`src/rtl/core/kpd_pkg.sv`:
```
`default_nettype none
package kpd_pkg;

	localparam int KEYS        = 4;
	localparam int COUNT_WIDTH = 16;
	localparam int LEVEL_BITS  = 4;
	localparam int STATES_BITS = 8;
	localparam int THR_WIDTH   = 16;

	typedef logic [COUNT_WIDTH-1:0] cnt_t;
	typedef logic [1:0]             pstate_t;

	localparam cnt_t CNT_MAX = '1;

	localparam pstate_t ST_RELEASED = 2'd0;
	localparam pstate_t ST_SHORT    = 2'd1;
	localparam pstate_t ST_LONG     = 2'd2;

	localparam logic [1:0] FN_SCAN    = 2'd0;
	localparam logic [1:0] FN_CLR_ONE = 2'd1;
	localparam logic [1:0] FN_CLR_ALL = 2'd2;

	localparam logic [1:0] REG_LONG_TICKS = 2'd0;
	localparam logic [1:0] REG_MIN_TICKS  = 2'd1;
	localparam logic [1:0] REG_REL_LEVEL  = 2'd2;

	localparam logic [THR_WIDTH-1:0] LONG_TICKS_RST = 16'd100;
	localparam logic [THR_WIDTH-1:0] MIN_TICKS_RST  = 16'd2;

	typedef struct packed {
		logic [STATES_BITS-1:0] key_states;
		logic                   any_active;
		logic                   beep;
	} res_t;

endpackage
`default_nettype wire

```
`src/rtl/core/key_short_long_press_detector_unit.sv`:
```
// Channel | Direction | Handshake         | Word
// in      | sink      | in_valid/in_stall | func, key_levels, key_select
// out     | source    | out_valid/out_stall | key_states, any_active, beep
// cfg     | sink      | cfg_valid/cfg_ready | cfg_index, cfg_data
//
// One word per cycle while in_stall is low; a result is presented the cycle after its
// word is taken unless the output is stalled, in which case it waits in the skid register.
// All keys update in parallel in one pass from the state registers to the result register.
// A skid register behind the result register keeps input flowing for one stalled word;
// in_stall rises only when the skid register is full.
// Reset clears key states, counters, locks and loads the default thresholds.
`default_nettype none
module key_short_long_press_detector_unit (
	input  wire logic        clk,
	input  wire logic        arst_n,
	input  wire logic        in_valid,
	output logic             in_stall,
	input  wire logic [1:0]  func,
	input  wire logic [3:0]  key_levels,
	input  wire logic [1:0]  key_select,
	output logic             out_valid,
	input  wire logic        out_stall,
	output logic [7:0]       key_states,
	output logic             any_active,
	output logic             beep,
	input  wire logic        cfg_valid,
	output logic             cfg_ready,
	input  wire logic [1:0]  cfg_index,
	input  wire logic [15:0] cfg_data
);

	localparam int K = kpd_pkg::KEYS;

	logic [kpd_pkg::THR_WIDTH-1:0] long_ticks_q;
	logic [kpd_pkg::THR_WIDTH-1:0] min_ticks_q;
	logic                          rel_level_q;

	kpd_pkg::cnt_t    hold_q    [K];
	kpd_pkg::pstate_t state_q   [K];
	logic             lock_q    [K];
	kpd_pkg::cnt_t    hold_nxt  [K];
	kpd_pkg::pstate_t state_nxt [K];
	logic             lock_nxt  [K];

	kpd_pkg::res_t res_nxt;
	kpd_pkg::res_t res_q;
	kpd_pkg::res_t skid_q;
	logic          out_valid_q;
	logic          skid_valid_q;
	logic          accept;
	logic          out_free;

	logic [K-1:0]                       lv;
	logic [2*K+kpd_pkg::STATES_BITS-1:0] pk;

	assign cfg_ready = 1'b1;
	assign in_stall  = skid_valid_q;
	assign accept    = in_valid & ~skid_valid_q;
	assign out_free  = ~out_valid_q | ~out_stall;

	always_ff @(posedge clk or negedge arst_n) begin
		if (!arst_n) begin
			long_ticks_q <= kpd_pkg::LONG_TICKS_RST;
			min_ticks_q  <= kpd_pkg::MIN_TICKS_RST;
			rel_level_q  <= 1'b1;
		end else if (cfg_valid) begin
			case (cfg_index)
				kpd_pkg::REG_LONG_TICKS: long_ticks_q <= cfg_data;
				kpd_pkg::REG_MIN_TICKS:  min_ticks_q  <= cfg_data;
				kpd_pkg::REG_REL_LEVEL:  rel_level_q  <= cfg_data[0];
				default: ;
			endcase
		end
	end

	always_comb begin
		kpd_pkg::cnt_t inc;
		lv = K'(key_levels);
		pk = '0;
		res_nxt = '0;
		inc = '0;
		for (int k = 0; k < K; k++) begin
			hold_nxt[k]  = hold_q[k];
			state_nxt[k] = state_q[k];
			lock_nxt[k]  = lock_q[k];
			case (func)
				kpd_pkg::FN_SCAN: begin
					if (lv[k] != rel_level_q) begin
						inc = (hold_q[k] == kpd_pkg::CNT_MAX) ? hold_q[k]
							: hold_q[k] + kpd_pkg::cnt_t'(1);
						hold_nxt[k] = inc;
						if (lock_q[k]) begin
							state_nxt[k] = kpd_pkg::ST_RELEASED;
						end else if (32'(inc) >= 32'(long_ticks_q)) begin
							state_nxt[k] = kpd_pkg::ST_LONG;
							lock_nxt[k]  = 1'b1;
							res_nxt.beep = 1'b1;
						end
					end else begin
						if (!lock_q[k]) begin
							if (state_q[k] != kpd_pkg::ST_LONG &&
								32'(hold_q[k]) >= 32'(min_ticks_q)) begin
								state_nxt[k] = kpd_pkg::ST_SHORT;
								res_nxt.beep = 1'b1;
							end else begin
								state_nxt[k] = kpd_pkg::ST_RELEASED;
							end
						end
						hold_nxt[k] = '0;
						lock_nxt[k] = 1'b0;
					end
				end
				kpd_pkg::FN_CLR_ONE: begin
					if (32'(key_select) == k) state_nxt[k] = kpd_pkg::ST_RELEASED;
				end
				kpd_pkg::FN_CLR_ALL: state_nxt[k] = kpd_pkg::ST_RELEASED;
				default: ;
			endcase
			if (state_nxt[k] != kpd_pkg::ST_RELEASED) res_nxt.any_active = 1'b1;
			pk[2*k +: 2] = state_nxt[k];
		end
		res_nxt.key_states = pk[kpd_pkg::STATES_BITS-1:0];
	end

	always_ff @(posedge clk or negedge arst_n) begin
		if (!arst_n) begin
			for (int k = 0; k < K; k++) begin
				hold_q[k]  <= '0;
				state_q[k] <= kpd_pkg::ST_RELEASED;
				lock_q[k]  <= 1'b0;
			end
		end else if (accept) begin
			for (int k = 0; k < K; k++) begin
				hold_q[k]  <= hold_nxt[k];
				state_q[k] <= state_nxt[k];
				lock_q[k]  <= lock_nxt[k];
			end
		end
	end

	always_ff @(posedge clk or negedge arst_n) begin
		if (!arst_n) begin
			out_valid_q  <= 1'b0;
			skid_valid_q <= 1'b0;
		end else if (out_free) begin
			if (skid_valid_q) begin
				out_valid_q  <= 1'b1;
				skid_valid_q <= 1'b0;
			end else begin
				out_valid_q <= accept;
			end
		end else if (accept) begin
			skid_valid_q <= 1'b1;
		end
	end

	always_ff @(posedge clk) begin
		if (out_free) begin
			if (skid_valid_q) res_q <= skid_q;
			else if (accept) res_q <= res_nxt;
		end else if (accept) begin
			skid_q <= res_nxt;
		end
	end

	assign out_valid  = out_valid_q;
	assign key_states = res_q.key_states;
	assign any_active = res_q.any_active;
	assign beep       = res_q.beep;

endmodule
`default_nettype wire

```
`config.mk`:
```
export PLATFORM = sky130hd
export DESIGN_NAME = key_short_long_press_detector_unit
export DESIGN_NICKNAME = d
export VERILOG_FILES = /design/src/rtl/core/kpd_pkg.sv /design/src/rtl/core/key_short_long_press_detector_unit.sv
export SDC_FILE = /design/constraint.sdc
export NUM_CORES = 1
export LEC_CHECK = 0
export ABC_AREA = 1
export BUFFER_PORTS_ARGS = -buffer_cell sky130_fd_sc_hd__buf_2
export CORE_ASPECT_RATIO = 0.5
export CORE_MARGIN = 8
export CORE_UTILIZATION = 31
export DETAILED_ROUTE_END_ITERATION = 7
export GPL_TIMING_DRIVEN = 0
export SYNTH_ARGS = -nofsm -noshare
export SYNTH_HDL_FRONTEND = slang
export SYNTH_SLANG_ARGS = --single-unit
export TNS_END_PERCENT = 30
```
`constraint.sdc`:
```
create_clock -name clk -period 4.6 [get_ports clk]
set_clock_uncertainty 0.15 [all_clocks]
set_input_delay 0.23 -clock clk [delete_from_list [all_inputs] [get_ports clk]]
set_output_delay 0.23 -clock clk [all_outputs]
set_load 0.02 [all_outputs]
```
-- After elaboration in Yosys (flattened, before gate mapping)
Index checks and enable logic that the tools add are counted.
- output and inout bits: 13
- logic and storage cells: 159
- bits in registers: 131
- eq/ne operators: 19
- muxes and demuxes: 80
- reduce and logical (&&, ||, !) cells: 19
- order comparisons: 8
- bitwise operators: 6
- add/sub/neg operators: 4
- operators by type and width (operator ; count):
    >= comparator 16 bit ; 8
    two-way mux 16 bit ; 8
    adder 16 x 1 -> 16 bit, second input constant ; 4
    equality test 16 bit, second input constant ; 4
    two-way mux 1 bit ; 46
    two-way mux 2 bit ; 20
    one-hot mux 2 bit (3 select lines) ; 4
    two-way mux 10 bit ; 2
    AND reduction 2 bit ; 6
    nonzero test 2 bit ; 6
    equality test 2 bit, second input constant ; 4
    != test 2 bit, second input constant ; 4
    equality test 2 x 1 -> 1 bit, second input constant ; 3
    logical NOT 2 bit ; 3
    logical AND 1 bit ; 4
    != test 1 bit ; 4
    inverter 1 bit ; 4
    bitwise AND 1 bit ; 1
    bitwise OR 1 bit ; 1

-- Longest topological paths before layout
- word-level depth: 21
- gate-level depth with buffers: 29

-- Least setup slack after synthesis
No wires, ideal clock.
- kind: reg2reg
- from: reg hold_q[17] in the netlist's numbering
- to: reg res_q, in the netlist any_active, data pin
- cell stages (with the launch flop): 28
- data arrival time: 3.023 ns
- setup slack: 1.174 ns
- required time: 4.197 ns
- setup time: 0.253 ns
- path through: dfrtp_1 ha_1 inv_1 nor3_2 nand3_1 nor2_2 inv_2 nor2_2 nand4_2 inv_1 nor3_1 nand2_1 xor2_1 inv_1 ha_1 a21o_1 a21oi_1 nand2_1 a21oi_1 nand2_1 nand2_1 nand3_1 nand2_1 nand2_1 nor2_1 nand4_1 nand2_1 nand2_1
- RTL lines (what ; line ; RTL):
    start, declared ; key_short_long_press_detector_unit.sv:38 ; kpd_pkg::cnt_t hold_q [K];
    start signal, assigned by index ; key_short_long_press_detector_unit.sv:134 ; hold_q[k] <= hold_nxt[k];
    end signal, assigned ; key_short_long_press_detector_unit.sv:159 ; if (skid_valid_q) res_q <= skid_q;
    end signal, assigned ; key_short_long_press_detector_unit.sv:160 ; else if (accept) res_q <= res_nxt;
    end, declared ; key_short_long_press_detector_unit.sv:46 ; kpd_pkg::res_t res_q;

==> impl_metrics.toml <==
[finish]
drive_gt1_share_pct = 8.72
fin_nets = 1584
antennaDiodeCount = 0
final_util_pct = 36.7
area_growth_syn_to_layout_pct = 16.1
final.fill_count = 3340
stdcell_area_sq_um = 11700

[global_route]
met3_usage_pct = 3.10
antenna_found_initial = 0
met2_usage_pct = 25.7
grt_pass1_vias = 8625
grt_max_degree = 91
grt_pass1_wl_microns = 47200
grt_use_total_pct = 15.7
grt.busiest_layer = "met2"
grt_use_met1_pct = 20.9
grt_overflow_total = 0

[synth]
synth_area_sq_um = 10000
synthTopCellsByArea = "dfrtp_1 26%, ha_1 16%, nand2_1 12%, inv_1 8.9%, edfxtp_1 6.0%"
async_reset_ff_share_pct = 84.7
synth_xor_area_share_pct = 2.97
synth_compound_area_share_pct = 13.7
avgSynthCellArea_sq_um = 7.48
synth_fa_ha_area_share_pct = 16.5
synthMuxAreaShare_pct = 0.112
synth_cell_type_count = 44
syn-num-nets = 1505
ys_ff_latch = 131
synth_common_cells = "319 x nand2_1, 237 x inv_1, 132 x ha_1"
synth.most_common_cell = "nand2_1"
ys_seq_area_share_pct = 33.7
yosysTopAreaCellShare_pct = 26.4
yosys_warnings = 0
synth_flop_cell = "dfrtp_1"
synth_top_family_by_area = "simple AND/OR/NAND/NOR gates"
postSynthCellCount = 1342
synth_edf_count = 20
synthSimpleGateAreaFrac_pct = 23.1
yosysTopAreaCell = "dfrtp_1"

[timing]
max-slew-margin-rel_pct = 42.3
setup_viol_count_final = 0
worst_slew_pin_slew_ns = 0.865
max_freq_mhz = 233
fin_crit_sh_pct = 93.5
rsz0062_at_grt = "no"
hold_violations = 0
setup_tns_ns = 0
slew_viol_final = 0
fin_crit_ns = 4.30

[floorplan]
initial_core_util_pct = 31.6
die_area_sq_um = 38700
die_h_microns = 143
die_x_microns = 270
ios = 44
core_area_sq_um = 31800
rows = 46

[power_and_ir_drop]
leakagePower_nw = 5.97
ir_drop_v = 0.000263
powerDensity_nw_per_um2 = 383

[clocking]
clockBufferDepth = 2
cts-root-buf = "clkbuf_16"
cts_buffers = 17
insertion_delay_ns = 0.44
clk_pin_slew_ns = 0.07
clock_sinks = 131
post_cts_buffers = 0
cts_max_level = 4
cts_tree = "done"

[setup_path]
cp_slowest_cell = "dfrtp_1"
crit_type = "reg -> reg"
worst_ep_arrival_time_ns = 4.46
start_kind = "flip-flop"
end_kind = "flip-flop"
worstPathRequired_ns = 4.76
crit_fanout = 5
worstPathCellList = "ha_1, inv_1, nor3_4, nand2_1, nor4_2, nand3_2, nor2_4, inv_2, nand3_2, nor2_1, xor2_1, inv_1, ha_1, nand4_1, nor3_2, nand3_1, nand3b_1, nand2_1, nand2_1, nand2_1, a41oi_1, nand2_1, nand2_1"
crit_top_cell = "nand2_1"
slowest_delay_ns = 0.41

[routing]
drt_wl_total_microns = 30200
viasPerCell = 4.88
dr.pass1.iters = 7
drc = 0
detail_route.iter0.violations = 758
wl_per_cell_microns = 16.2
ant_nets = 0
vias = 9107

[placed_design]
dpl_cell_area_sq_um = 10800
dp_hpwl_microns = 22800
io_buffers = 41
place_congestion = 0.867

[worst_hold_path]
min_path_type = "in -> reg"

[outcome]
run_status = "completed"

[run]
maxCapViolCount = 0
## flip-flops by register name, indices dropped and copies added (netlist names)
name          flops
long_ticks_q     16
hold_q           64
skid_q           10
key_states        8
min_ticks_q      16
state_q           8
lock_q            4
in_stall          1
beep              1
any_active        1
out_valid         1
rel_level_q       1
## cells in the final DEF, fill, tap and decap left out, types with 19 or more instances in the layout
| cell | count |
|---|---|
| dfrtp_1 | 106 |
| ha_1 | 132 |
| nand3_1 | 52 |
| xor2_1 | 31 |
| o22ai_1 | 30 |
| nor2_1 | 85 |
| edfxtp_1 | 20 |
| inv_1 | 237 |
| nor3_1 | 23 |
| o21ai_0 | 101 |
| buf_2 | 46 |
| nand2_1 | 319 |
| a21oi_1 | 67 |
| clkbuf_16 | 19 |
## cell type report
type / instances / area, sq um / share of cell area (%)
sequential: 131 / 3380 / 29.0
timing repair buffer: 60 / 419 / 3.60
inverter: 242 / 908 / 7.80
clock inverter: 10 / 120 / 1.03
tap: 432 / 541 / 4.64
clock buffer: 21 / 503 / 4.32
multi-input combinational: 948 / 5690 / 48.8
buffer: 21 / 90.1 / 0.773
## metal layers
layer	vias to the layer above	routed length (microns)
met2	233	13500
met4	0	667
met5	-	0
met3	41	1650
met1	4264	14400
li1	4569	-
## power breakdown
group,internal (mW),switching (mW),total (mW)
clock network,0.891,0.564,1.45
registers,1.35,0.143,1.50
logic,0.529,0.984,1.51
total,2.77,1.69,4.46
## logic make-up (layout without fill, tap and decap cells)
logic type | after synthesis | count (layout)
flops | 131 | 131
buf+inv | 263 | 354
simple gates | 534 | 534
xor+xnor | 34 | 34
mux | 1 | 1
compound gates | 246 | 246
fa+ha+maj | 132 | 132
other cells | 1 | 1
## worst max-delay path, delay by kind of cell (launching register included)
kind                       cells  cell delay [ns]
buffers and inverters          3             0.26
xor gates and xnor gates       1             0.23
DFF                            1             0.41
AOI/OAI and AO/OA              1             0.33
adders and majority gates      2             0.49
and+or+nand+nor               16             2.31
## metrics by stage
step | cells | total power, mW | worst slack (ns) | hold WS, ns
after floorplan | 1342 | 2.54 | 1.17 | -0.216
after global placement | 1815 | 2.97 | 0.298 | 0.316
after detailed placement | 1816 | 2.99 | 0.330 | -0.0517
after CTS | 1865 | 4.47 | 0.243 | 0.00270
after global routing | 1865 | 4.78 | 0.0123 | 0.00248
final | 1865 | 4.46 | 0.301 | 0.00522
## worst paths after layout
kind	end	startpoint	cells after the start	slack, ns
worst max-delay path	beep$_DFFE_PP_	hold_q[33]$_DFFE_PN0P_	23	0.30
worst min-delay path	rel_level_q$_DFFE_PN1P_	cfg_data[0]	3	0.005
worst max register to register	beep$_DFFE_PP_	hold_q[33]$_DFFE_PN0P_	23	0.30
worst min register to register	min_ticks_q[11]$_DFFE_PN0P_	min_ticks_q[11]$_DFFE_PN0P_	2	0.34
max in group asynchronous	lock_q[0]$_DFFE_PN0P_	arst_n	3	3.49
min in group asynchronous	min_ticks_q[6]$_DFFE_PN0P_	arst_n	2	0.06
## what timing repair did
action	4_1_cts	5_1_grt
gates resized for setup	0	6
endpoints found under the hold margin	137	0
hold buffers	18	0
setup endpoints to repair	0	4
(Power assumes the default switching activity.)
